==> src/rtl/sfpr_pkg.sv <==
package sfpr_pkg;

  localparam int unsigned STORE_DEPTH = 32;
  localparam int unsigned STORE_AW    = 5;
  localparam int unsigned CRC_FIRST   = 4;
  localparam int unsigned TYPE_AT     = 10;
  localparam int unsigned TARGET_AT   = 11;
  localparam int unsigned CRC_LEN     = 2;
  localparam int unsigned MAX_OUT     = 64;

  localparam logic [2:0] REG_SYNC   = 3'd0;
  localparam logic [2:0] REG_SEED   = 3'd1;
  localparam logic [2:0] REG_BE     = 3'd2;
  localparam logic [2:0] REG_T_CMD  = 3'd3;
  localparam logic [2:0] REG_T_LRT  = 3'd4;
  localparam logic [2:0] REG_T_STOP = 3'd5;
  localparam logic [2:0] REG_T_LOSS = 3'd6;
  localparam logic [2:0] REG_T_GO   = 3'd7;

  localparam logic [1:0] EV_NONE = 2'd0;
  localparam logic [1:0] EV_TYPE = 2'd1;
  localparam logic [1:0] EV_CRC  = 2'd2;
  localparam logic [1:0] EV_ACC  = 2'd3;

  localparam logic [2:0] KIND_CMD     = 3'd0;
  localparam logic [2:0] KIND_UNKNOWN = 3'd5;

  // One status transfer on the result channel
  typedef struct packed {
    logic [1:0]  event_res;
    logic [2:0]  kind;
    logic [31:0] ts_coarse;
    logic [15:0] ts_fine;
    logic [7:0]  dest_addr;
    logic        has_payload;
    logic [7:0]  payload_byte;
    logic        last;
    logic [31:0] accepted_count;
    logic [31:0] crc_error_count;
    logic [31:0] type_error_count;
  } sfpr_result_t;

  // Controller -> datapath
  typedef struct packed {
    logic take;      // consume input byte (hunt or store)
    logic crc_step;  // fold one stored byte into CRC
    logic crc_init;
    logic finish;    // compute verdict / update totals
    logic emit_load; // latch result fields
    logic pay_next;  // advance payload index
  } sfpr_cmd_t;

  // Datapath -> controller
  typedef struct packed {
    logic in_packet;  // byte just taken went into a packet body
    logic hdr_bad;    // header done, unknown type
    logic need_crc;   // full length reached
    logic crc_done;
    logic stream;     // accepted command, payload will follow
    logic pay_last;
  } sfpr_stat_t;

  function automatic logic [15:0] crc_byte(input logic [15:0] c, input logic [7:0] b);
    logic [15:0] r;
    r = c ^ {b, 8'h00};
    for (int i = 0; i < 8; i++) begin
      r = r[15] ? ((r << 1) ^ 16'h1021) : (r << 1);
    end
    return r;
  endfunction

endpackage

==> src/rtl/sfpr_datapath.sv <==
module sfpr_datapath #(
  parameter int unsigned HEADER_BYTES   = 12,
  parameter int unsigned COMMAND_BYTES  = 32,
  parameter int unsigned REQUEST_BYTES  = 14,
  parameter int unsigned PAYLOAD_OFFSET = 12,
  parameter int unsigned PAYLOAD_BYTES  = 18
) (
  input  logic        clk,
  input  logic        rst,
  input  logic        cfg_we,
  input  logic [2:0]  cfg_idx,
  input  logic [31:0] cfg_data,
  input  logic [7:0]  in_byte,
  input  sfpr_pkg::sfpr_cmd_t  cmd,
  output sfpr_pkg::sfpr_stat_t stat,
  output logic [1:0]  event_res,
  output logic [2:0]  kind,
  output logic [31:0] ts_coarse,
  output logic [15:0] ts_fine,
  output logic [7:0]  dest_addr,
  output logic        has_payload,
  output logic [7:0]  payload_byte,
  output logic [31:0] accepted_count,
  output logic [31:0] crc_error_count,
  output logic [31:0] type_error_count
);
  import sfpr_pkg::*;

  localparam int unsigned NOUT = (PAYLOAD_BYTES > MAX_OUT) ? MAX_OUT : PAYLOAD_BYTES;
  localparam int unsigned PW = $clog2(MAX_OUT + 1);

  logic [31:0] sync_word;
  logic [15:0] crc_seed;
  logic        big_endian;
  logic [7:0]  type_code [5];

  logic [7:0]  store [STORE_DEPTH];
  logic [2:0]  sync_progress;
  logic [15:0] byte_count;
  logic [15:0] expected_total;
  logic [15:0] crc;
  logic [15:0] crc_idx;
  logic [PW-1:0] pay_idx;
  logic        hdr_bad, need_crc;

  always_ff @(posedge clk) begin
    if (rst) begin
      sync_word  <= '0;
      crc_seed   <= 16'hFFFF;
      big_endian <= 1'b0;
      type_code[0] <= 8'd0; type_code[1] <= 8'd1; type_code[2] <= 8'd2;
      type_code[3] <= 8'd3; type_code[4] <= 8'd4;
    end else if (cfg_we) begin
      unique case (cfg_idx)
        REG_SYNC:   sync_word    <= cfg_data;
        REG_SEED:   crc_seed     <= cfg_data[15:0];
        REG_BE:     big_endian   <= cfg_data[0];
        REG_T_CMD:  type_code[0] <= cfg_data[7:0];
        REG_T_LRT:  type_code[1] <= cfg_data[7:0];
        REG_T_STOP: type_code[2] <= cfg_data[7:0];
        REG_T_LOSS: type_code[3] <= cfg_data[7:0];
        REG_T_GO:   type_code[4] <= cfg_data[7:0];
        default: ;
      endcase
    end
  end

  function automatic logic [7:0] rd(input logic [15:0] a, input logic [7:0] s [STORE_DEPTH]);
    return (a < 16'(STORE_DEPTH)) ? s[a[STORE_AW-1:0]] : 8'd0;
  endfunction

  function automatic logic [7:0] sync_at(input logic [1:0] k, input logic [31:0] w,
                                         input logic be);
    logic [1:0] j;
    j = be ? 2'd3 - k : k;
    return w[8*j +: 8];
  endfunction

  logic [2:0] kind_hdr;
  always_comb begin
    kind_hdr = KIND_UNKNOWN;
    for (int k = 4; k >= 0; k--) begin
      if (type_code[k] == store[TYPE_AT]) kind_hdr = 3'(k);
    end
  end

  logic [15:0] total_len;
  assign total_len = (kind_hdr == KIND_CMD) ? 16'(COMMAND_BYTES) : 16'(REQUEST_BYTES);

  // Byte intake
  always_ff @(posedge clk) begin
    if (rst) begin
      sync_progress  <= '0;
      byte_count     <= '0;
      expected_total <= '0;
      hdr_bad        <= 1'b0;
      need_crc       <= 1'b0;
    end else if (cmd.take) begin
      hdr_bad  <= 1'b0;
      need_crc <= 1'b0;
      if (sync_progress < 3'd4) begin
        if (in_byte == sync_at(sync_progress[1:0], sync_word, big_endian)) begin
          store[sync_progress[1:0]] <= in_byte;
          sync_progress <= sync_progress + 3'd1;
          byte_count    <= 16'(sync_progress + 3'd1);
        end else if (in_byte == sync_at(2'd0, sync_word, big_endian)) begin
          store[0] <= in_byte;
          sync_progress <= 3'd1;
          byte_count    <= 16'd1;
        end else begin
          sync_progress <= 3'd0;
          byte_count    <= 16'd0;
        end
        expected_total <= '0;
      end else begin
        if (byte_count < 16'(STORE_DEPTH)) store[byte_count[STORE_AW-1:0]] <= in_byte;
        byte_count <= byte_count + 16'd1;
      end
    end else if (stat.in_packet && expected_total == 16'd0 &&
                 byte_count == 16'(HEADER_BYTES) && !hdr_bad && !need_crc &&
                 cmd.crc_init) begin
      // header check happens in the evaluate cycle
      if (kind_hdr == KIND_UNKNOWN) begin
        hdr_bad        <= 1'b1;
        sync_progress  <= '0;
        byte_count     <= '0;
      end else begin
        expected_total <= total_len;
        need_crc       <= byte_count >= total_len;
      end
    end else if (cmd.crc_init && expected_total != 16'd0 && stat.in_packet &&
                 byte_count >= expected_total) begin
      need_crc <= 1'b1;
    end else if (cmd.finish) begin
      sync_progress  <= '0;
      byte_count     <= '0;
      expected_total <= '0;
    end
  end

  // Evaluate cycle sees registered state; compute combinational need flags
  logic eval_hdr_bad, eval_need;
  always_comb begin
    eval_hdr_bad = 1'b0;
    eval_need    = 1'b0;
    if (stat.in_packet) begin
      if (expected_total == 16'd0 && byte_count == 16'(HEADER_BYTES)) begin
        eval_hdr_bad = (kind_hdr == KIND_UNKNOWN);
        eval_need    = !eval_hdr_bad && (byte_count >= total_len);
      end else begin
        eval_need = (expected_total != 16'd0) && (byte_count >= expected_total);
      end
    end
  end

  logic in_pkt;
  always_ff @(posedge clk) begin
    if (rst) in_pkt <= 1'b0;
    else if (cmd.take) in_pkt <= (sync_progress == 3'd4);
  end

  // CRC unit: one byte per cycle
  logic [15:0] crc_total, crc_span;
  assign crc_total = (expected_total != 16'd0) ? expected_total : total_len;
  assign crc_span  = (crc_total >= 16'(CRC_FIRST + CRC_LEN)) ?
                     crc_total - 16'(CRC_FIRST + CRC_LEN) : 16'd0;

  always_ff @(posedge clk) begin
    if (cmd.crc_init) begin
      crc     <= crc_seed;
      crc_idx <= '0;
    end else if (cmd.crc_step && crc_idx < crc_span) begin
      crc     <= crc_byte(crc, rd(16'(CRC_FIRST) + crc_idx, store));
      crc_idx <= crc_idx + 16'd1;
    end
  end

  logic [15:0] stored_crc, st_at;
  logic [7:0]  sa, sb;
  assign st_at = (crc_total >= 16'(CRC_LEN)) ? crc_total - 16'(CRC_LEN) : 16'd0;
  assign sa = rd(st_at, store);
  assign sb = rd(st_at + 16'd1, store);
  assign stored_crc = big_endian ? {sa, sb} : {sb, sa};
  logic crc_ok;
  assign crc_ok = (stored_crc == crc);

  // Totals and result fields
  logic [15:0] h0, h1, fine;
  assign h0   = big_endian ? {store[4], store[5]} : {store[5], store[4]};
  assign h1   = big_endian ? {store[6], store[7]} : {store[7], store[6]};
  assign fine = big_endian ? {store[8], store[9]} : {store[9], store[8]};

  always_ff @(posedge clk) begin
    if (rst) begin
      accepted_count   <= '0;
      crc_error_count  <= '0;
      type_error_count <= '0;
    end else if (cmd.emit_load) begin
      if (cmd.finish) begin
        if (crc_ok) accepted_count <= accepted_count + 32'd1;
        else crc_error_count <= crc_error_count + 32'd1;
      end else if (eval_hdr_bad) begin
        type_error_count <= type_error_count + 32'd1;
      end
    end
  end

  always_ff @(posedge clk) begin
    if (cmd.emit_load) begin
      event_res   <= EV_NONE;
      kind        <= KIND_CMD;
      ts_coarse   <= '0;
      ts_fine     <= '0;
      dest_addr   <= '0;
      has_payload <= 1'b0;
      pay_idx     <= '0;
      if (cmd.finish) begin
        if (crc_ok) begin
          event_res   <= EV_ACC;
          kind        <= (kind_hdr == KIND_UNKNOWN) ? KIND_CMD : kind_hdr;
          ts_coarse   <= big_endian ? {h0, h1} : {h1, h0};
          ts_fine     <= fine;
          dest_addr   <= store[TARGET_AT];
          has_payload <= (kind_hdr == KIND_CMD);
        end else begin
          event_res <= EV_CRC;
        end
      end else if (eval_hdr_bad) begin
        event_res <= EV_TYPE;
      end
    end else if (cmd.pay_next) begin
      pay_idx <= pay_idx + PW'(1);
    end
  end

  assign payload_byte = has_payload ? rd(16'(PAYLOAD_OFFSET) + 16'(pay_idx), store) : 8'd0;

  assign stat.in_packet = in_pkt;
  assign stat.hdr_bad   = eval_hdr_bad;
  assign stat.need_crc  = eval_need;
  assign stat.crc_done  = (crc_idx >= crc_span);
  assign stat.stream    = crc_ok && (kind_hdr == KIND_CMD);
  assign stat.pay_last  = (pay_idx == PW'(NOUT - 1));
endmodule

==> config.mk <==
export PLATFORM = sky130hd
export DESIGN_NAME = sfpr_datapath
export DESIGN_NICKNAME = d
export VERILOG_FILES = /design/src/rtl/sfpr_pkg.sv /design/src/rtl/sfpr_datapath.sv
export SDC_FILE = /design/constraint.sdc
export NUM_CORES = 1
export LEC_CHECK = 0
export BUFFER_PORTS_ARGS = -buffer_cell sky130_fd_sc_hd__buf_2
export CAP_MARGIN = 20
export CELL_PAD_IN_SITES_DETAIL_PLACEMENT = 1
export CELL_PAD_IN_SITES_GLOBAL_PLACEMENT = 1
export CORE_ASPECT_RATIO = 0.7
export CORE_UTILIZATION = 53
export CTS_CLUSTER_DIAMETER = 80
export DETAILED_ROUTE_END_ITERATION = 7
export PLACE_DENSITY_LB_ADDON = 0.12
export SLEW_MARGIN = 20
export SYNTH_ARGS = -nofsm -noshare
export SYNTH_HDL_FRONTEND = slang
export SYNTH_SLANG_ARGS = --single-unit
==> constraint.sdc <==
create_clock -name clk -period 6.6 [get_ports clk]
set_input_delay 0.99 -clock clk [delete_from_list [all_inputs] [get_ports clk]]
set_output_delay 0.99 -clock clk [all_outputs]
set_load 0.02 [all_outputs]
==> results by group, run 1 <==
Run status
  • Status: complete, no violations

CTS
  • Max Root-Sink Buffers: 3
  • CTS HTree Levels: 2
  • PostCTS Resize Cnt: 0
  • CTS Hold Buffers Added: 0
  • Post-CTS Setup Inserts: 0
  • Clock buffer count from CTS: 55
  • CTS tree: built
  • CTS root buf: clkbuf_16
  • Clock transition at the registers of the reported paths: 0.07 ns
  • Clock sinks: 566
  • Clk_lat worst skew: 0.63 ns

Global routing
  • Largest net degree at the start of global routing: 82
  • Total track usage: 0.3434
  • Initial antenna violation count: 11
  • Vias in the first global route: 23300
  • Grt ovf: 0
  • Global-route wire length before repair: 149.7 mm

Flow run
  • Max-cap violations: 0

Critical path
  • CP most frequent cell: buf_4
  • Critical path depth: 12
  • CP required: 5.61 ns
  • Delay-heaviest family, CP: buffers and inverters
  • CP Launch Type: flop
  • Worst Setup Path Type: reg -> out
  • Slowest cell on the critical path: buf_4
  • FF-to-FF path depth: 12
  • CP cell instances: buf_4, buf_4, mux2i_1, nor2_1, o21ai_0, and4_1, nor4b_1, nand4_1, buf_4, or2_1, nor2_1, buf_2
  • Worst stage delay on the critical path: 0.82 ns
  • CP bufs+invs: 4
  • Max FO, Critical Path: 55
  • Critical Path AT: 4.86 ns
  • Crit end category: output pin

Placed design
  • Routability cong.: 0.9526
  • Post-DP HPWL: 69.94 mm
  • Area after DPL: 31830 um^2
  • Setup WS pre-CTS: 1.428 ns
  • Port Buffers: 223

STA
  • Worst Tran Pin Value: 1.131 ns
  • Skew final: 0.02217 ns
  • Fin crit period: 5.848 ns
  • Tcrit/Tclk final: 0.8860
  • Final WS setup: 0.7524 ns
  • Setup TNS Final: 0 ns
  • Max transition margin: 0.2457
  • Max-slew violation count: 0
  • Final Hold Fails: 0
  • RSZ-0062 raised after global routing: false
  • Final setup vio count: 0
  • Fmax achieved: 0.1710 GHz

Synth
  • Synth warn: 0
  • Dominant cell type by area after synthesis: edfxtp_1
  • Post-synth EDFFs: 374
  • Synth async-reset ratio: 0
  • Synth Register Bits: 566
  • Post-synthesis cell count: 2610
  • Area share of the largest cell type after synthesis: 0.3719
  • Register area share after synthesis: 0.4991
  • Synth Flop Type: edfxtp_1
  • Mapped Nets: 2692
  • Synthesized area per cell: 11.57 um^2
  • Area contributors post-synth: edfxtp_1 (37%), dfxtp_1 (13%), mux4_2 (13%)
  • Netlist area before placement: 30200 um^2
  • Library cells used by synthesis: 73

Detailed routing
  • Final WL: 99.97 mm
  • Wire per inst: 28.51 um
  • Vias: 23410
  • Vias/cell: 6.675
  • DR iter-0 viols: 2538
  • DRT antenna net count: 0
  • Drc violations: 0
  • DRT Pass-1 Iters: 5

Power
  • LEAKAGE: 11.96 nW
  • Worst IR drop on VDD: 223.3 uV
  • PwrDens: 231.5 nW/um^2

Hold path
  • Hold path cells: 2
  • Hold WC Path Type: reg -> reg

Final layout
  • # nets final: 2802
  • Area Overhead vs Synth: 11.87%
  • Design Area, Final: 33790 um^2
  • Final design utilization: 0.6059
  • Fillers: 5691
  • Layout cells sized above 1: 0.2202

Die
  • Die width: 287.3 um
  • Initial Util: 0.5416
  • DIE AREA: 57960 um^2
  • Die Span Y: 201.7 um
  • Num ports: 224
  • Std cell rows: 72
  • Core area: 55760 um^2
[area by class of cell]
type                            count  area, um^2  area share
Clock buffer                       80        1702     0.05036
Clock inverter                     23       219.0    0.006481
Sequential cell                   566       15090      0.4466
Tap cell                          740       925.9     0.02740
Antenna cell                        1       2.502  0.00007407
Inverter                           42       157.7    0.004666
Multi-Input combinational cell   1766       14070      0.4164
Timing Repair Buffer              289        1622     0.04799
[worst register-to-register path, delay by kind of cell, from the launching register on]
kind / cells / cell delay, ns
multiplexers: 1 / 0.21
AO/OA/AOI/OAI: 2 / 0.57
AND/OR/NAND/NOR: 6 / 1.71
buffers and inverters: 3 / 1.78
flip-flops: 1 / 0.36
[power breakdown]
part           internal (W)  total (W)  leakage [nW]  switching [W]
Sequential          0.00381    0.00389          4.84      0.0000781
Clock               0.00195    0.00340         0.958        0.00145
Combinational      0.000209   0.000539          6.16       0.000330
[registers in the layout, indices dropped and copies added (netlist names), 7 cells and up]
signal	count
store	256
type_code	40
accepted_count	32
crc_error_count	32
sync_word	32
ts_coarse	32
type_error_count	32
byte_count	16
crc	16
crc_idx	16
crc_seed	16
ts_fine	16
dest_addr	8
pay_idx	7
[through the flow]
stage / instances / power (W) / hold slack, ns
2_1_floorplan: 2610 / 0.004292 / 0.4331
3_3_place_gp: 3402 / 0.004475 / 0.4526
3_5_place_dp: 3402 / 0.004493 / 0.4573
4_1_cts: 3505 / 0.007846 / 0.4663
5_1_grt: 3506 / 0.007998 / 0.4921
6_report: 3507 / 0.007822 / 0.4666
[final timing paths]
kind / startpoint / endpoint / slack [ns]
max reg2reg: big_endian$_SDFFE_PP0P_ / kind[0]$_SDFFCE_PP0P_ / 1.78
min reg2reg: sync_word[22]$_SDFFE_PP0P_ / sync_word[22]$_SDFFE_PP0P_ / 0.47
max: big_endian$_SDFFE_PP0P_ / stat[1] / 0.75
min: sync_word[22]$_SDFFE_PP0P_ / sync_word[22]$_SDFFE_PP0P_ / 0.47
[synth_stat cells, drive strengths merged, types with 40 or more instances]
master	number
a21oi	87
and3	265
buf	60
clkbuf	176
dfxtp	192
edfxtp	374
inv	40
mux2i	115
mux4	168
nand2	182
nand3	55
nand4	63
nor2	198
nor2b	43
nor4	53
o21ai	67
xnor2	83
xor2	65
[per-layer routing]
layer | global-route usage | wire, um | part of all wire | up-vias
met5 | 0 | 27 | 0.00027 | -
li1 | - | - | - | 10030
met4 | 0.09536 | 2824 | 0.028 | 4
met3 | 0.08900 | 11160 | 0.11 | 188
met1 | 0.5016 | 42080 | 0.42 | 11970
met2 | 0.5059 | 43890 | 0.44 | 1214
[placed cells by master, fill, tap and decap left out, types with 9 or more instances in the layout]
| cell type | instances |
|---|---|
| nand2b_1 | 12 |
| mux2i_1 | 115 |
| and4_1 | 19 |
| o211ai_1 | 13 |
| buf_4 | 66 |
| mux4_2 | 168 |
| o31ai_1 | 14 |
| o21ai_0 | 62 |
| nor4_1 | 50 |
| a21oi_1 | 87 |
| clkinv_2 | 10 |
| a22o_1 | 16 |
| nand3_1 | 55 |
| buf_2 | 222 |
| ha_1 | 29 |
| or3_1 | 22 |
| and3_1 | 265 |
| nor3_1 | 21 |
| edfxtp_1 | 374 |
| inv_1 | 40 |
| dfxtp_1 | 187 |
| or2_2 | 9 |
| nor4b_1 | 9 |
| a31oi_1 | 19 |
| clkbuf_16 | 62 |
| xor2_1 | 63 |
| xnor2_1 | 83 |
| nand2_1 | 180 |
| nor2_1 | 196 |
| nor2b_1 | 41 |
| or4_1 | 15 |
| mux2_2 | 21 |
| nand4_1 | 63 |
| and2_1 | 28 |
[kinds of logic (layout without fill, tap and decap cells)]
kind of cell               after synthesis  in the layout  share of synthesized area
and+or+nand+nor                       1018           1018                     0.1816
DFF                                    566            566                     0.4991
muxes                                  304            304                     0.1712
buffers and inverters                  278            434                    0.03778
AOI/OAI and AO/OA                      265            265                    0.05477
xor gates and xnor gates               148            148                    0.04292
adders and majority gates               30             30                    0.01243
other                                    1              2                  0.0001242
Power figures use the tool's default switching activity.
==> inputs of run 2 (changes only) <==
--- a/config.mk
+++ b/config.mk
@@ -12,6 +12,7 @@
 export CORE_ASPECT_RATIO = 0.7
 export CORE_UTILIZATION = 53
 export CTS_CLUSTER_DIAMETER = 80
+export CTS_CLUSTER_SIZE = 30
 export DETAILED_ROUTE_END_ITERATION = 7
 export PLACE_DENSITY_LB_ADDON = 0.12
 export SLEW_MARGIN = 20
==> constraint.sdc (replaced) <==
create_clock -name clk -period 7.1 [get_ports clk]
set_input_delay 1.065 -clock clk [delete_from_list [all_inputs] [get_ports clk]]
set_output_delay 1.065 -clock clk [all_outputs]
set_load 0.02 [all_outputs]
==> run 2 against run 1 <==
Net effect:
- total power is 22% lower
- utilization is 1.9 points lower
- die area stayed put
- final cell count is 1.7% lower
- sequential power is 7.2% lower
- global-route usage is 1.5 points lower
- via count is 1.8% lower
- critical path type unchanged
- critical endpoint unchanged
- largest cell class unchanged
==> results by group, run 2 (synthesis results as in run 1) <==
CTS
  • CTS root buf: clkbuf_16
  • Max Root-Sink Buffers: 3
  • CTS HTree Levels: 1
  • CTS Hold Buffers Added: 0
  • Post-CTS Setup Inserts: 0
  • Clock buffer count from CTS: 27
  • PostCTS Resize Cnt: 0
  • Clock transition at the registers of the reported paths: 0.12 ns
  • Clock sinks: 566
  • CTS tree: built
  • Clk_lat worst skew: 0.61 ns

STA
  • Final Hold Fails: 0
  • Max transition margin: 0.2298
  • Fmax achieved: 0.1673 GHz
  • Skew final: 0.02450 ns
  • Worst Tran Pin Value: 1.154 ns
  • Tcrit/Tclk final: 0.8419
  • Final hold slack: 0.4627 ns
  • Fin crit period: 5.977 ns
  • Final setup vio count: 0
  • Max-slew violation count: 0
  • RSZ-0062 raised after global routing: false
  • Setup TNS Final: 0 ns

Global routing
  • Global-route wire length before repair: 144.1 mm
  • Grt ovf: 0
  • Total track usage: 0.3287
  • Vias in the first global route: 22500
  • Largest net degree at the start of global routing: 73
  • Initial antenna violation count: 3

Critical path
  • Worst Setup Path Type: reg -> out
  • Crit end category: output pin
  • CP required: 6.03 ns
  • Critical Path AT: 4.91 ns
  • Max FO, Critical Path: 27
  • CP Launch Type: flop

Placed design
  • Post-DP HPWL: 68.83 mm
  • Routability cong.: 0.9847
  • Port Buffers: 223
  • Placed insts: 3398

Final layout
  • Layout cells sized above 1: 0.2058
  • # nets final: 2769
  • Area Overhead vs Synth: 8.451%
  • Fillers: 5788
  • Most flops, register: store
  • Max reg flops: 256
  • Largest registers: store: 256 flops, type_code: 40 flops
  • Commonest non-fill, non-tap cells in the layout: edfxtp_1 (374), and3_1 (265), buf_2 (222)
  • Final non-filler cell total: 3447
  • Commonest non-fill, non-tap cell in the layout: edfxtp_1

Die
  • Core area: 55760 um^2
  • DIE AREA: 57960 um^2
  • Std cell rows: 72
  • Initial Util: 0.5416
  • Die width: 287.3 um
  • Die Span Y: 201.7 um
  • Num ports: 224

Detailed routing
  • Vias/cell: 6.666
  • Vias: 22980
  • DR iter-0 viols: 2580
  • Final WL: 96.76 mm
  • Wire per inst: 28.07 um
  • DRT Pass-1 Iters: 7
  • Drc violations: 0
  • DRT antenna net count: 0

Flow run
  • Max-cap violations: 0

Power
  • Worst IR drop on VDD: 164.4 uV
  • PwrDens: 186.1 nW/um^2
  • Final Power: 0.006097 W
  • LEAKAGE: 11.44 nW

Run status
  • Status: complete, no violations

Hold path
  • Hold WC Path Type: reg -> reg
## run 2: changes by cell type in the layout (fill, tap and decap cells not counted), sizes merged
cell    before  now
clkinv      18    6
inv         43   49
buf        289  284
bufinv       4    2
clkbuf      80   33
## run 2: path summary, 6_finish.rpt
path,startpoint,to,slack [ns],cells past startpoint
worst min register to register,sync_word[10]$_SDFFE_PP0P_,sync_word[10]$_SDFFE_PP0P_,0.46,2
worst min-delay path,sync_word[10]$_SDFFE_PP0P_,sync_word[10]$_SDFFE_PP0P_,0.46,2
worst max register to register,store[172]$_DFFE_PP_,kind[2]$_SDFFCE_PP0P_,2.02,10
worst max-delay path,store[172]$_DFFE_PP_,stat[1],1.12,10
## run 2: power breakdown
part	internal [W]	switching (W)	total, W
logic	0.000192	0.000305	0.000497
clock network	0.000816	0.00118	0.00199
registers	0.00354	0.0000697	0.00361
total	0.00455	0.00155	0.00610
## run 2: final cells by class
| class | count | area (um^2) | share of cell area |
|---|---|---|---|
| clock buffers | 33 | 698.2 | 0.02132 |
| repair buffers | 284 | 1577 | 0.04813 |
| diodes | 1 | 2.502 | 0.00007640 |
| flip-flops and latches | 566 | 15090 | 0.4607 |
| inverters | 42 | 157.7 | 0.004813 |
| clock inverters | 15 | 224.0 | 0.006838 |
| well taps | 740 | 925.9 | 0.02827 |
| multi-input cells | 1766 | 14080 | 0.4299 |
## run 2: routing by layer
layer  wire length, um  global-route usage
met1             41540              0.4916
met2             42570              0.4829
met3             10910             0.08878
met4              1738             0.05946
met5                 0                   0
## run 2: stage by stage
step / util / instance area (um^2) / worst slack, ns
6_report: 0.5874 / 32750 / 1.123
5_1_grt: 0.5873 / 32750 / 0.7624
4_1_cts: 0.5868 / 32720 / 1.243
3_5_place_dp: 0.5702 / 31800 / 1.925
3_3_place_gp: 0.5700 / 31790 / 1.861
2_1_floorplan: - / 30200 / 2.695
## run 2: worst max-delay path, stage by stage (launching register included)
cell	delay, ns
edfxtp_1	0.55
xnor2_1	0.43
nand4_1	0.64
o21ai_0	0.43
a31oi_1	0.14
nor4b_1	0.55
nand4_1	0.38
buf_4	0.35
or2_1	0.47
nor2_1	0.16
buf_2	0.18
