===== src/rtl/sfpr_pkg.sv =====
package sfpr_pkg;

  localparam int unsigned STORE_DEPTH = 32;
  localparam int unsigned STORE_AW    = 5;
  localparam int unsigned CRC_FIRST   = 4;
  localparam int unsigned TYPE_AT     = 10;
  localparam int unsigned TARGET_AT   = 11;
  localparam int unsigned CRC_LEN     = 2;
  localparam int unsigned MAX_OUT     = 64;

  localparam logic [2:0] REG_SYNC   = 3'd0;
  localparam logic [2:0] REG_SEED   = 3'd1;
  localparam logic [2:0] REG_BE     = 3'd2;
  localparam logic [2:0] REG_T_CMD  = 3'd3;
  localparam logic [2:0] REG_T_LRT  = 3'd4;
  localparam logic [2:0] REG_T_STOP = 3'd5;
  localparam logic [2:0] REG_T_LOSS = 3'd6;
  localparam logic [2:0] REG_T_GO   = 3'd7;

  localparam logic [1:0] EV_NONE = 2'd0;
  localparam logic [1:0] EV_TYPE = 2'd1;
  localparam logic [1:0] EV_CRC  = 2'd2;
  localparam logic [1:0] EV_ACC  = 2'd3;

  localparam logic [2:0] KIND_CMD     = 3'd0;
  localparam logic [2:0] KIND_UNKNOWN = 3'd5;

  // One status transfer on the result channel
  typedef struct packed {
    logic [1:0]  event_res;
    logic [2:0]  kind;
    logic [31:0] ts_coarse;
    logic [15:0] ts_fine;
    logic [7:0]  dest_addr;
    logic        has_payload;
    logic [7:0]  payload_byte;
    logic        last;
    logic [31:0] accepted_count;
    logic [31:0] crc_error_count;
    logic [31:0] type_error_count;
  } sfpr_result_t;

  // Controller -> datapath
  typedef struct packed {
    logic take;      // consume input byte (hunt or store)
    logic crc_step;  // fold one stored byte into CRC
    logic crc_init;
    logic finish;    // compute verdict / update totals
    logic emit_load; // latch result fields
    logic pay_next;  // advance payload index
  } sfpr_cmd_t;

  // Datapath -> controller
  typedef struct packed {
    logic in_packet;  // byte just taken went into a packet body
    logic hdr_bad;    // header done, unknown type
    logic need_crc;   // full length reached
    logic crc_done;
    logic stream;     // accepted command, payload will follow
    logic pay_last;
  } sfpr_stat_t;

  function automatic logic [15:0] crc_byte(input logic [15:0] c, input logic [7:0] b);
    logic [15:0] r;
    r = c ^ {b, 8'h00};
    for (int i = 0; i < 8; i++) begin
      r = r[15] ? ((r << 1) ^ 16'h1021) : (r << 1);
    end
    return r;
  endfunction

endpackage


===== src/rtl/sfpr_ctrl.sv =====
module sfpr_ctrl (
  input  logic              clk,
  input  logic              rst,
  input  logic              in_valid,
  output logic              in_ready,
  output logic              out_valid,
  input  logic              out_ready,
  output logic              out_last,
  input  sfpr_pkg::sfpr_stat_t stat,
  output sfpr_pkg::sfpr_cmd_t  cmd
);
  import sfpr_pkg::*;

  typedef enum logic [4:0] {
    S_IDLE = 5'b00001,
    S_EVAL = 5'b00010,
    S_CRC  = 5'b00100,
    S_FIN  = 5'b01000,
    S_OUT  = 5'b10000
  } state_t;

  state_t state, state_next;
  logic   streaming, streaming_next;

  always_ff @(posedge clk) begin
    if (rst) begin
      state     <= S_IDLE;
      streaming <= 1'b0;
    end else begin
      state     <= state_next;
      streaming <= streaming_next;
    end
  end

  always_comb begin
    state_next     = state;
    streaming_next = streaming;
    cmd            = '0;
    in_ready       = 1'b0;
    out_valid      = 1'b0;
    out_last       = 1'b1;
    unique case (state)
      S_IDLE: begin
        in_ready = 1'b1;
        if (in_valid) begin
          cmd.take   = 1'b1;
          state_next = S_EVAL;
        end
      end
      S_EVAL: begin
        cmd.crc_init = 1'b1;
        if (stat.hdr_bad || !stat.need_crc) begin
          cmd.emit_load  = 1'b1;
          streaming_next = 1'b0;
          state_next     = S_OUT;
        end else begin
          state_next = S_CRC;
        end
      end
      S_CRC: begin
        cmd.crc_step = 1'b1;
        if (stat.crc_done) state_next = S_FIN;
      end
      S_FIN: begin
        cmd.finish     = 1'b1;
        cmd.emit_load  = 1'b1;
        streaming_next = stat.stream;
        state_next     = S_OUT;
      end
      S_OUT: begin
        out_valid = 1'b1;
        out_last  = !streaming || stat.pay_last;
        if (out_ready) begin
          if (out_last) state_next = S_IDLE;
          else cmd.pay_next = 1'b1;
        end
      end
      default: state_next = S_IDLE;
    endcase
  end
endmodule


===== config.mk =====
export PLATFORM = sky130hd
export DESIGN_NAME = sfpr_ctrl
export DESIGN_NICKNAME = d
export VERILOG_FILES = /design/src/rtl/sfpr_pkg.sv /design/src/rtl/sfpr_ctrl.sv
export SDC_FILE = /design/constraint.sdc
export NUM_CORES = 1
export LEC_CHECK = 0
export BUFFER_PORTS_ARGS = -buffer_cell sky130_fd_sc_hd__buf_4
export CAP_MARGIN = 40
export CORE_AREA = 3 3 40 42
export DETAILED_ROUTE_END_ITERATION = 12
export DIE_AREA = 0 0 43 45
export PLACE_DENSITY = 0.62
export REMOVE_ABC_BUFFERS = 1
export SETUP_SLACK_MARGIN = 0.5
export SLEW_MARGIN = 20
export SYNTH_ARGS = -nofsm -noshare
export SYNTH_HDL_FRONTEND = slang
export SYNTH_SLANG_ARGS = --single-unit
export TNS_END_PERCENT = 100

===== constraint.sdc =====
create_clock -name clk -period 1.2 [get_ports clk]
set_clock_uncertainty 0.1 [all_clocks]
set_input_delay 0.12 -clock clk [delete_from_list [all_inputs] [get_ports clk]]
set_output_delay 0.12 -clock clk [all_outputs]
set_load 0.05 [all_outputs]

==> parameters.txt, run 1 <==
Parameter                              Value

Outcome
  Run status    finished with violations
  Violated checks    hold timing, setup timing

Floorplan
  Row count    13
  Floorplan die height    45 um
  Core Area    0.00128 mm^2
  Starting utilization of the core area    29.5%
  Horizontal extent of the die    43 um
  I/O pin cnt    19
  Die ar.    0.00194 mm^2

Setup path
  Setup crit start kind    flop
  Critical path capture point type    output port
  Worst reg2reg path endpoint    state[2]
  CP cell instances    nor3_4 > and3_4 > nand2_4 > nor2_4 > buf_6
  Crit Path Category    flop to output port
  Data required, critical path    0.98 ns
  WP buf/inv    1
  Family with the most delay on the worst path    simple AND/OR/NAND/NOR gates
  Setup slack on the worst flop-to-flop path    -0.26 ns
  Crit path max-delay cell type    sky130_fd_sc_hd__dfxtp_4
  Start of the worst register-to-register path    state[0]
  Data arrival time of the worst path    1.32 ns
  CP peak stage delay    0.35 ns
  Highest net fanout along the worst path    3
  Cell depth of the worst flop-to-flop path    7

Min path
  Min-delay worst type    primary input to flop
  Min-delay src    rst
  Count of cells along the worst hold path    2
  Hold path endpoint    streaming

Placement
  DPL Wire Length    ~760 um
  Routability cong.    0.717
  Number of buffer cells added on primary ports    17

Drt
  Post-DRT Antenna Nets    0
  Overall routed net length    1120 um
  Iteration-0 DRC Markers    6
  First-pass DRT Iterations    4
  Routed WL per cell    about 12 um
  DRC violations left    0
  Metal-1 WL    431 um
  Via-per-instance ratio    about 4.6
  Uppermost signal routing layer after detailed routing    met3
  Sum of met3 wire segment lengths after detailed routing    44 um
  Number of vias after detailed routing    roughly 440
  Metal2 WL    648 um

Synthesis
  Synthesized-area fraction occupied by and/or/nand/nor cells    36.3%
  Post-synthesis sequential area ratio    about a third
  Top cells by area, synth    sky130_fd_sc_hd__dfxtp_1 (32%), sky130_fd_sc_hd__nand4bb_4 (7.3%), sky130_fd_sc_hd__o221ai_4 (6.9%)
  Synthesis warning total    0
  Flops & latches, synth    6
  Multiplexer share of the synthesized area    0%
  Top cell type by total area after synthesis    sky130_fd_sc_hd__dfxtp_1
  Fraction of the mapped netlist area in compound gates    25.1%
  Synthesized instance count    approximately 40
  Synth unique cells    26
  Area share of the largest cell type after synthesis    31.7%
  Fraction of synthesized cell area in xor and xnor cells    0%
  Post-synthesis cell area    about 380 um^2
  Combinational family with the most area after synthesis    simple AND/OR/NAND/NOR gates
  Fraction of the mapped netlist area in adder cells    0%
  Mean area per synthesized cell    9.25 um^2

Layout
  Most common cell after layout, fill and taps aside    sky130_fd_sc_hd__buf_4
  Number of fill cells in the layout    108
  Antenna diode count    0
  Commonest cells after routing, fill and taps aside    sky130_fd_sc_hd__buf_4 (21), sky130_fd_sc_hd__buf_6 (9), sky130_fd_sc_hd__buf_8 (5)
  Layout cell share with drive strength beyond 1    77.2%
  Register Area    131 um^2
  Net total in the final layout    91
  Area added between synthesis and finish    118%
  End-of-flow core utilization    between 60% and 70%
  Multi-input combinational cell area    294 um^2

CTS
  Depth of the CTS H-tree    1
  Buffer levels on the longest clock path    2
  Later-pin clock latency in the skew report    0.24 ns
  Clock transition at path regs    0.05 ns
  Total number of clock tree sinks    6
  CTS Root Buffer Type    sky130_fd_sc_hd__clkbuf_4
  CTS tree    done
  Number of buffers added by the clock tree synthesis step    3

Job
  Total of max-cap violations    0

Pwr
  Worst ir drop on vdd    1.74 mV
  Pwr Density    1960 mW/mm^2
  Final Total Pwr    about 0.0016 W
  Leakage power    0.379 nW

STA
  Final period util    129%
  Final hold vios    4
  Maximum operating frequency    roughly 0.65 GHz
  Fin Hold WS    -0.0269 ns
  Final setup violating endpoints    15
  Final Critical Period    around 1.5 ns
  Unrepaired setup endpoints after global routing    true
  Slew at the pin closest to its max-slew limit    0.294 ns
  Min setup slack post-route    -0.343 ns
  Worst slew margin    about four fifths
  Total negative slack    -3.62 ns
  Total count of max-transition violations in the final report    0

GRT
  Maximum number of pins on one net before global-route repair    7
  GRT Total Usage    12.7%
  Congestion Overflow GR    0
  Via count of the first global-routing pass    434
  Antenna violations before repair    0
  First-pass GRT wire length    approximately 1800 um
-- cells in the mapped netlist (all sizes together) --
library cell  count
dfxtp             6
inv               6
nor2              5
nor3              3
nand2             2
nand3             2
o221ai            2
a21oi             1
a2bb2oi           1
and2              1
and2b             1
and3              1
clkinv            1
nand3b            1
nand4             1
nand4bb           1
nor2b             1
o2111ai           1
o211ai            1
o21a              1
o21ai             1
o221a             1
-- state kept, by name, indices dropped and copies added (netlist names) --
name	flops
state	5
streaming	1
-- final cells by class --
cell class,count,share of cell area (%)
tap,15,2.27
timing repair buffer,35,40.3
sequential,6,15.9
inverter,7,3.32
multi-input combinational,28,35.5
clock buffer,3,2.72
-- how the worst max path moves through the flow --
| stage | endpoint | start | cells past startpoint |
|---|---|---|---|
| 5_1_grt | cmd[1] | state[0] | 4 |
| 3_3_place_gp | state[0] | state[3] | 4 |
| 2_1_floorplan | cmd[0] | state[0] | 4 |
| 6_report | cmd[0] | state[0] | 5 |
| 4_1_cts | cmd[0] | state[2] | 5 |
| 3_5_place_dp | cmd[0] | state[0] | 5 |
-- power by group --
| part | switching [W] | internal, W |
|---|---|---|
| Clock | 0.0000702 | 0.000113 |
| Sequential | 0.0000672 | 0.000260 |
| Combinational | 0.000544 | 0.000570 |
| Total | 0.000681 | 0.000943 |
-- through the flow --
| stage | setup WS, ns | instances | instance area (um^2) | hold slack (ns) |
|---|---|---|---|---|
| after floorplan | -1.32 | 41 | 379 | 0.0891 |
| after global placement | -0.117 | 82 | 593 | 0.226 |
| after detailed placement | -0.146 | 82 | 593 | 0.225 |
| after CTS | -0.363 | 92 | 795 | -0.0290 |
| after global routing | -0.409 | 94 | 828 | -0.0281 |
| final | -0.343 | 94 | 828 | -0.0269 |
-- worst reg2reg max path, stage by stage, from the launching register on --
cell	delay, ns
sky130_fd_sc_hd__dfxtp_4	0.35
sky130_fd_sc_hd__buf_4	0.13
sky130_fd_sc_hd__nor2_1	0.17
sky130_fd_sc_hd__nand3_4	0.15
sky130_fd_sc_hd__buf_6	0.15
sky130_fd_sc_hd__buf_6	0.10
sky130_fd_sc_hd__a2bb2oi_2	0.12
sky130_fd_sc_hd__nor2_1	0.11
-- kinds of logic (layout without fill, tap and decap cells) --
logic type      Yosys count  after routing
compound gates            9              9
buf+inv                   7             45
flops                     6              6
simple gates             19             19
-- repair_timing --
item,in CTS,in global routing
setup endpoints to repair,15,15
pin swaps,10,6
resized for setup,37,5
cloned,0,0
buffers inserted,7,2
endpoints found under the hold margin,4,4
-- per-layer routing --
layer	vias to the layer above	track usage, %
met5	-	0
met4	0	6.63
met3	0	2.39
met2	8	22.2
met1	207	14.9
li1	222	-
Note: power is estimated with default switching activity, not from simulation.
==> run 2: changes to the inputs <==
--- a/config.mk
+++ b/config.mk
@@ -5,7 +5,7 @@
 export SDC_FILE = /design/constraint.sdc
 export NUM_CORES = 1
 export LEC_CHECK = 0
-export BUFFER_PORTS_ARGS = -buffer_cell sky130_fd_sc_hd__buf_4
+export BUFFER_PORTS_ARGS = -buffer_cell sky130_fd_sc_hd__buf_2
 export CAP_MARGIN = 40
 export CORE_AREA = 3 3 40 42
 export DETAILED_ROUTE_END_ITERATION = 12
==> run 2 against run 1 <==
  * Via count is 10% higher
  * Setup slack got worse by 0.016 ns
  * Design area rose by 1.4%
  * Sequential cell count did not move
  * The run still ends with hold timing, setup timing left
  * Clock power increased by 11%
  * Highest routed layer is now met4
  * Global-route usage shrank 0.13 points
  * Power is 12% higher
  * Combinational power rose by 16%
  * Largest power group unchanged
  * First-iteration DRC count up 130%
  * Maximum frequency down 1.0%
  * Sequential power hardly changed
  * Largest cell class unchanged
  * Sequential share of layout area grew 0.085 points
==> parameters.txt, run 2 (same netlist as run 1, synthesis figures left out) <==
Parameter                              Value

Setup path
  Data arrival time of the worst path    1.34 ns (was 1.32 ns)
  Critical path capture point type    output port (unchanged)
  CP peak stage delay    0.36 ns (was 0.35 ns)
  Highest net fanout along the worst path    4 (was 3)
  Worst reg2reg path endpoint    state[0] (was state[2])
  Setup slack on the worst flop-to-flop path    -0.23 ns (was -0.26 ns)
  CP cell instances    nor3_4 > and3_4 > nand2_4 > nor2_4 > buf_6 (unchanged)
  Crit path max-delay cell type    sky130_fd_sc_hd__dfxtp_4 (unchanged)
  Crit Path Category    flop to output port (unchanged)
  Start of the worst register-to-register path    state[0] (unchanged)
  Data required, critical path    0.98 ns (about the same)
  Cell depth of the worst flop-to-flop path    6 (was 7)
  Setup crit start kind    flop (unchanged)

Drt
  DRC violations left    0 (unchanged)
  Post-DRT Antenna Nets    0 (unchanged)
  Overall routed net length    1430 um (was 1120 um)
  Iteration-0 DRC Markers    14 (was 6)
  Routed WL per cell    14.6 um (was 12.0 um)
  Number of vias after detailed routing    482 (was 437)
  Via-per-instance ratio    4.92 (was 4.65)
  First-pass DRT Iterations    5 (was 4)

Layout
  Net total in the final layout    95 (was 91)
  Largest register FFs    5 (unchanged)
  Commonest cells after routing, fill and taps aside    sky130_fd_sc_hd__buf_4 (16), sky130_fd_sc_hd__buf_2 (10), sky130_fd_sc_hd__buf_6 (8) (was sky130_fd_sc_hd__buf_4 (21), sky130_fd_sc_hd__buf_6 (9), sky130_fd_sc_hd__buf_8 (5))
  Most common cell after layout, fill and taps aside    sky130_fd_sc_hd__buf_4 (unchanged)
  Top Registers    state x5, streaming x1 (unchanged)
  Register bank with the most flops    state (unchanged)
  Antenna diode count    0 (unchanged)
  End-of-flow core utilization    65.3% (was 64.5%)
  Register Area    134 um^2 (was 131 um^2)
  Multi-input combinational cell area    299 um^2 (was 294 um^2)
  Layout cell share with drive strength beyond 1    81.9% (was 77.2%)
  Area added between synthesis and finish    121% (was 118%)
  Number of fill cells in the layout    104 (was 108)

Min path
  Min-delay worst type    primary input to flop (unchanged)
  Count of cells along the worst hold path    2 (unchanged)
  Min-delay src    rst (unchanged)
  Hold path endpoint    state[2] (was streaming)

Floorplan
  Core Area    0.00128 mm^2 (unchanged)
  Row count    13 (unchanged)
  Floorplan die height    45 um (unchanged)
  Starting utilization of the core area    29.5% (unchanged)
  Die ar.    0.00194 mm^2 (unchanged)
  Horizontal extent of the die    43 um (unchanged)
  I/O pin cnt    19 (unchanged)

STA
  Slew at the pin closest to its max-slew limit    0.251 ns (was 0.294 ns)
  Final hold vios    1 (was 4)
  Final setup violating endpoints    15 (unchanged)
  Final period util    130% (was 129%)
  Total count of max-transition violations in the final report    0 (unchanged)
  Min setup slack post-route    -0.359 ns (was -0.343 ns)
  Fin Hold WS    -0.00758 ns (was -0.0269 ns)
  Final Critical Period    1.56 ns (was 1.54 ns)
  Maximum operating frequency    0.641 GHz (was 0.648 GHz)
  Unrepaired setup endpoints after global routing    true (unchanged)
  Worst slew margin    83.4% (was 80.4%)

Placement
  DPL Wire Length    726 um (was 755 um)
  Number of buffer cells added on primary ports    17 (unchanged)
  Routability cong.    0.732 (was 0.717)
  Pre-CTS setup slack    -0.195 ns (was -0.146 ns)

CTS
  Total number of clock tree sinks    6 (unchanged)
  Depth of the CTS H-tree    1 (unchanged)
  CTS tree    done (unchanged)
  Number of buffers added by the clock tree synthesis step    3 (unchanged)
  Clock transition at path regs    0.05 ns (about the same)
  CTS Root Buffer Type    sky130_fd_sc_hd__clkbuf_4 (unchanged)
  Buffer levels on the longest clock path    2 (unchanged)
  Later-pin clock latency in the skew report    0.26 ns (was 0.24 ns)

GRT
  Maximum number of pins on one net before global-route repair    7 (unchanged)
  Antenna violations before repair    0 (unchanged)
  GRT Total Usage    12.6% (was 12.7%)
  Via count of the first global-routing pass    407 (was 434)
  First-pass GRT wire length    1790 um (was 1770 um)
  Congestion Overflow GR    0 (unchanged)

Pwr
  Pwr Density    2170 mW/mm^2 (was 1960 mW/mm^2)
  Worst ir drop on vdd    2.09 mV (was 1.74 mV)
  Leakage power    0.386 nW (was 0.379 nW)

Outcome
  Run status    finished with violations (unchanged)
  Violated checks    hold timing, setup timing (unchanged)

Job
  Total of max-cap violations    0 (unchanged)
[run 2: changes by cell type in the layout (fill, tap and decap cells not counted), sizes merged]
cell / delta
buf: +4
[run 2: worst max path at each step]
stage | from | end | slack, ns
2_1_floorplan | state[0] | cmd[0] | -1.32
3_3_place_gp | state[0] | cmd[0] | -0.16
3_5_place_dp | state[0] | cmd[0] | -0.20
4_1_cts | state[1] | cmd[0] | -0.38
5_1_grt | state[0] | cmd[1] | -0.40
6_report | state[0] | cmd[0] | -0.36
[run 2: metal layers]
| metal | GRT usage [%] | vias up | wire, um |
|---|---|---|---|
| li1 | - | 231 | - |
| met1 | 14.0 | 217 | 482 |
| met2 | 24.3 | 28 | 835 |
| met3 | 2.39 | 6 | 90 |
| met4 | 3.61 | 0 | 23 |
| met5 | 0 | - | 0 |
[run 2: repair_timing]
action                                 4_1_cts  5_1_grt
gates resized for setup                     35       18
pin swaps                                   11       11
setup buffers                                4        8
endpoints found under the hold margin        2        1
setup endpoints to repair                   15       15
[run 2: critical path, delay by kind of cell (launching register included)]
family / cells / cell delay [ns]
buffers and inverters: 1 / 0.16
DFF: 1 / 0.36
and+or+nand+nor: 4 / 0.57
[run 2: cell type report]
| cell class | count | share of cell area [%] |
|---|---|---|
| well taps | 15 | 2.24 |
| flip-flops and latches | 6 | 15.9 |
| repair buffers | 39 | 39.9 |
| clock buffers | 3 | 2.68 |
| multi-input cells | 28 | 35.6 |
| inverters | 7 | 3.58 |
[run 2: power breakdown]
part | switching (W) | total [W] | internal, W
registers | 0.0000642 | 0.000330 | 0.000265
clock network | 0.0000897 | 0.000204 | 0.000114
logic | 0.000615 | 0.00129 | 0.000672
total | 0.000769 | 0.00182 | 0.00105
[run 2: per-stage QoR]
| step | cells | TNS, ns | total power, W | hold WS (ns) | area [um^2] |
|---|---|---|---|---|---|
| 6_report | 98 | -3.66 | 0.00182 | -0.00758 | 840 |
| 5_1_grt | 98 | -4.39 | 0.00190 | -0.00881 | 840 |
| 4_1_cts | 90 | -3.38 | 0.00159 | -0.00622 | 714 |
| 3_5_place_dp | 83 | -1.27 | 0.00106 | 0.267 | 558 |
| 3_3_place_gp | 83 | -0.930 | 0.00106 | 0.262 | 558 |
| 2_1_floorplan | 41 | -3.78 | 0.000835 | 0.0891 | 379 |
==> run 3: changes to the inputs <==
--- a/config.mk
+++ b/config.mk
@@ -12,7 +12,6 @@
 export DIE_AREA = 0 0 43 45
 export PLACE_DENSITY = 0.62
 export REMOVE_ABC_BUFFERS = 1
-export SETUP_SLACK_MARGIN = 0.5
 export SLEW_MARGIN = 20
 export SYNTH_ARGS = -nofsm -noshare
 export SYNTH_HDL_FRONTEND = slang
==> run 3 against run 2 <==
  * The run ends with setup timing left
  * Critical path type unchanged
  * Hold slack better by 0.036 ns
  * Highest routed layer unchanged
  * Maximum frequency is 0.22% lower
  * Largest power group unchanged
  * Critical path depth stayed put
  * Clock power is 3% lower
  * Sequential share of layout area is 0.24 points higher
  * First-iteration DRC count is 29% higher
  * Cell count is 2.0% lower
  * Combinational power hardly changed
  * Via count is 0.62% lower
  * Largest cell class unchanged
==> parameters.txt, run 3 (same netlist as run 1, synthesis figures left out) <==
Parameter                              Value

GRT
  Antenna violations before repair    0 (unchanged)
  GRT Total Usage    13.4% (was 12.6%)
  Congestion Overflow GR    0 (unchanged)
  Via count of the first global-routing pass    423 (was 407)
  First-pass GRT wire length    1880 um (was 1790 um)
  Maximum number of pins on one net before global-route repair    7 (unchanged)

Outcome
  Run status    finished with violations (unchanged)
  Violated checks    setup timing (was hold timing, setup timing)

Drt
  Iteration-0 DRC Markers    18 (was 14)
  Routed WL per cell    15.1 um (was 14.6 um)
  Overall routed net length    1450 um (was 1430 um)
  Number of vias after detailed routing    479 (was 482)
  Post-DRT Antenna Nets    0 (unchanged)
  DRC violations left    0 (unchanged)
  First-pass DRT Iterations    4 (was 5)
  Via-per-instance ratio    4.99 (was 4.92)

CTS
  Clock transition at path regs    0.05 ns (about the same)
  CTS tree    done (unchanged)
  Depth of the CTS H-tree    1 (unchanged)
  Total number of clock tree sinks    6 (unchanged)
  Later-pin clock latency in the skew report    0.25 ns (was 0.26 ns)
  Number of buffers added by the clock tree synthesis step    3 (unchanged)
  CTS Root Buffer Type    sky130_fd_sc_hd__clkbuf_4 (unchanged)
  Buffer levels on the longest clock path    2 (unchanged)

STA
  Total count of max-transition violations in the final report    0 (unchanged)
  Min setup slack post-route    -0.363 ns (was -0.359 ns)
  Worst slew margin    83.4% (unchanged)
  Final Critical Period    1.56 ns (about the same)
  Unrepaired setup endpoints after global routing    true (unchanged)
  Slew at the pin closest to its max-slew limit    0.251 ns (about the same)
  Final setup violating endpoints    15 (unchanged)
  Maximum operating frequency    0.640 GHz (was 0.641 GHz)
  Final hold vios    0 (was 1)
  Final period util    130% (about the same)

Setup path
  Highest net fanout along the worst path    4 (unchanged)
  Critical path capture point type    output port (unchanged)
  Critical path launch point    state[0] (unchanged)
  Data arrival time of the worst path    1.34 ns (about the same)
  Crit path max-delay cell type    sky130_fd_sc_hd__dfxtp_4 (unchanged)
  Worst reg2reg path endpoint    state[0] (unchanged)
  CP peak stage delay    0.36 ns (about the same)
  CP cell instances    nor3_4 > and3_4 > nand2_4 > nor2_4 > buf_6 (unchanged)
  Data required, critical path    0.98 ns (about the same)
  WP buf/inv    1 (unchanged)
  Cell depth of the worst flop-to-flop path    5 (was 6)
  Crit Path Category    flop to output port (unchanged)
  Start of the worst register-to-register path    state[3] (was state[0])
  Setup crit start kind    flop (unchanged)
  Family with the most delay on the worst path    simple AND/OR/NAND/NOR gates (unchanged)
  Setup slack on the worst flop-to-flop path    -0.19 ns (was -0.23 ns)

Floorplan
  Core Area    0.00128 mm^2 (unchanged)
  I/O pin cnt    19 (unchanged)
  Starting utilization of the core area    29.5% (unchanged)
  Horizontal extent of the die    43 um (unchanged)
  Floorplan die height    45 um (unchanged)
  Row count    13 (unchanged)
  Die ar.    0.00194 mm^2 (unchanged)

Layout
  Commonest cells after routing, fill and taps aside    sky130_fd_sc_hd__buf_4 (14), sky130_fd_sc_hd__buf_2 (10), sky130_fd_sc_hd__buf_6 (7) (was sky130_fd_sc_hd__buf_4 (16), sky130_fd_sc_hd__buf_2 (10), sky130_fd_sc_hd__buf_6 (8))
  Number of fill cells in the layout    114 (was 104)
  Register bank with the most flops    state (unchanged)
  Area added between synthesis and finish    118% (was 121%)
  End-of-flow core utilization    64.4% (was 65.3%)
  Layout cell share with drive strength beyond 1    81.5% (was 81.9%)
  Net total in the final layout    93 (was 95)
  Top Registers    state x5, streaming x1 (unchanged)
  Most common cell after layout, fill and taps aside    sky130_fd_sc_hd__buf_4 (unchanged)
  Antenna diode count    0 (unchanged)
  Largest register FFs    5 (unchanged)

Min path
  Hold path endpoint    streaming (was state[2])
  Count of cells along the worst hold path    3 (was 2)
  Min-delay worst type    primary input to flop (unchanged)
  Min-delay src    stat[1] (was rst)

Pwr
  Switching power of the nets    0.000762 W (was 0.000769 W)
  Internal power of the cells    0.00103 W (was 0.00105 W)
  Share of total power in the clock network    11.0% (was 11.2%)
  Worst ir drop on vdd    2.03 mV (was 2.09 mV)
  Proportion of total power due to net switching    42.4% (was 42.2%)
  Share of total power in combinational logic    70.7% (about the same)
  Sequential power share    18.4% (was 18.1%)
  Leakage power    0.376 nW (was 0.386 nW)
  Pwr Density    2170 mW/mm^2 (about the same)

Job
  Total of max-cap violations    0 (unchanged)

Placement
  DPL Wire Length    726 um (unchanged)
  Pre-CTS setup slack    -0.195 ns (unchanged)
  Routability cong.    0.732 (unchanged)
  Number of buffer cells added on primary ports    17 (unchanged)
-- run 3: cell count changes in the layout (fill, tap and decap cells not counted), sizes merged --
cell         change
dlygate4sd3      +1
buf              -3
-- run 3: power groups by stage --
stage | clock [W] | combinational [W] | sequential, W
CTS | 0.000202 | 0.00106 | 0.000325
floorplan | 0 | 0.000536 | 0.000299
detailed placement | 0 | 0.000765 | 0.000296
finish | 0.000197 | 0.00127 | 0.000330
global route | 0.000214 | 0.00133 | 0.000333
global placement | 0 | 0.000763 | 0.000295
-- run 3: layout make-up --
type,instances,area (um^2),share of cell area (%)
Timing Repair Buffer,37,319,38.6
Clock buffer,3,22.5,2.72
Multi-Input combinational cell,28,303,36.6
Inverter,7,30.0,3.63
Sequential cell,6,134,16.2
Tap cell,15,18.8,2.27
-- run 3: how the worst max path moves through the flow --
stage / endpoint / cells after the start / slack, ns
floorplan: cmd[0] / 4 / -1.32
global route: cmd[0] / 5 / -0.40
detailed placement: cmd[0] / 5 / -0.20
global placement: cmd[0] / 5 / -0.16
CTS: cmd[0] / 5 / -0.38
finish: cmd[0] / 5 / -0.36
-- run 3: worst reg2reg max path: stages, from the launching register on --
cell and delay (ns):
sky130_fd_sc_hd__dfxtp_4 0.35, sky130_fd_sc_hd__nor2_4 0.18, sky130_fd_sc_hd__buf_6 0.13, sky130_fd_sc_hd__nand3_4 0.11
sky130_fd_sc_hd__o221ai_4 0.25, sky130_fd_sc_hd__o221ai_2 0.14
-- run 3: repair_timing --
| item | 4_1_cts | 5_1_grt |
|---|---|---|
| buffers inserted | 4 | 6 |
| pin swaps | 11 | 8 |
| gates cloned | 0 | 0 |
| resized for setup | 34 | 19 |
| endpoints found under the setup margin | 15 | 15 |
| hold buffers | 1 | 0 |
| hold endpoints to repair | 2 | 0 |
-- run 3: per-stage QoR --
stage	cells	power [W]	area [um^2]	hold slack, ns	setup TNS [ns]
2_1_floorplan	41	0.000835	379	0.0891	-3.78
5_1_grt	96	0.00188	827	0.0448	-4.24
6_report	96	0.00180	827	0.0281	-3.46
3_5_place_dp	83	0.00106	558	0.267	-1.27
3_3_place_gp	83	0.00106	558	0.262	-0.930
4_1_cts	90	0.00159	713	0.0128	-3.28
-- run 3: metal layers --
metal  up-vias  global-route usage (%)  part of all wire, %
met3         2                    2.39                  4.4
met1       234                    14.3                   35
met2        15                    26.0                   60
met5         -                       0                    0
li1        228                       -                    -
met4         0                    5.42                 0.41
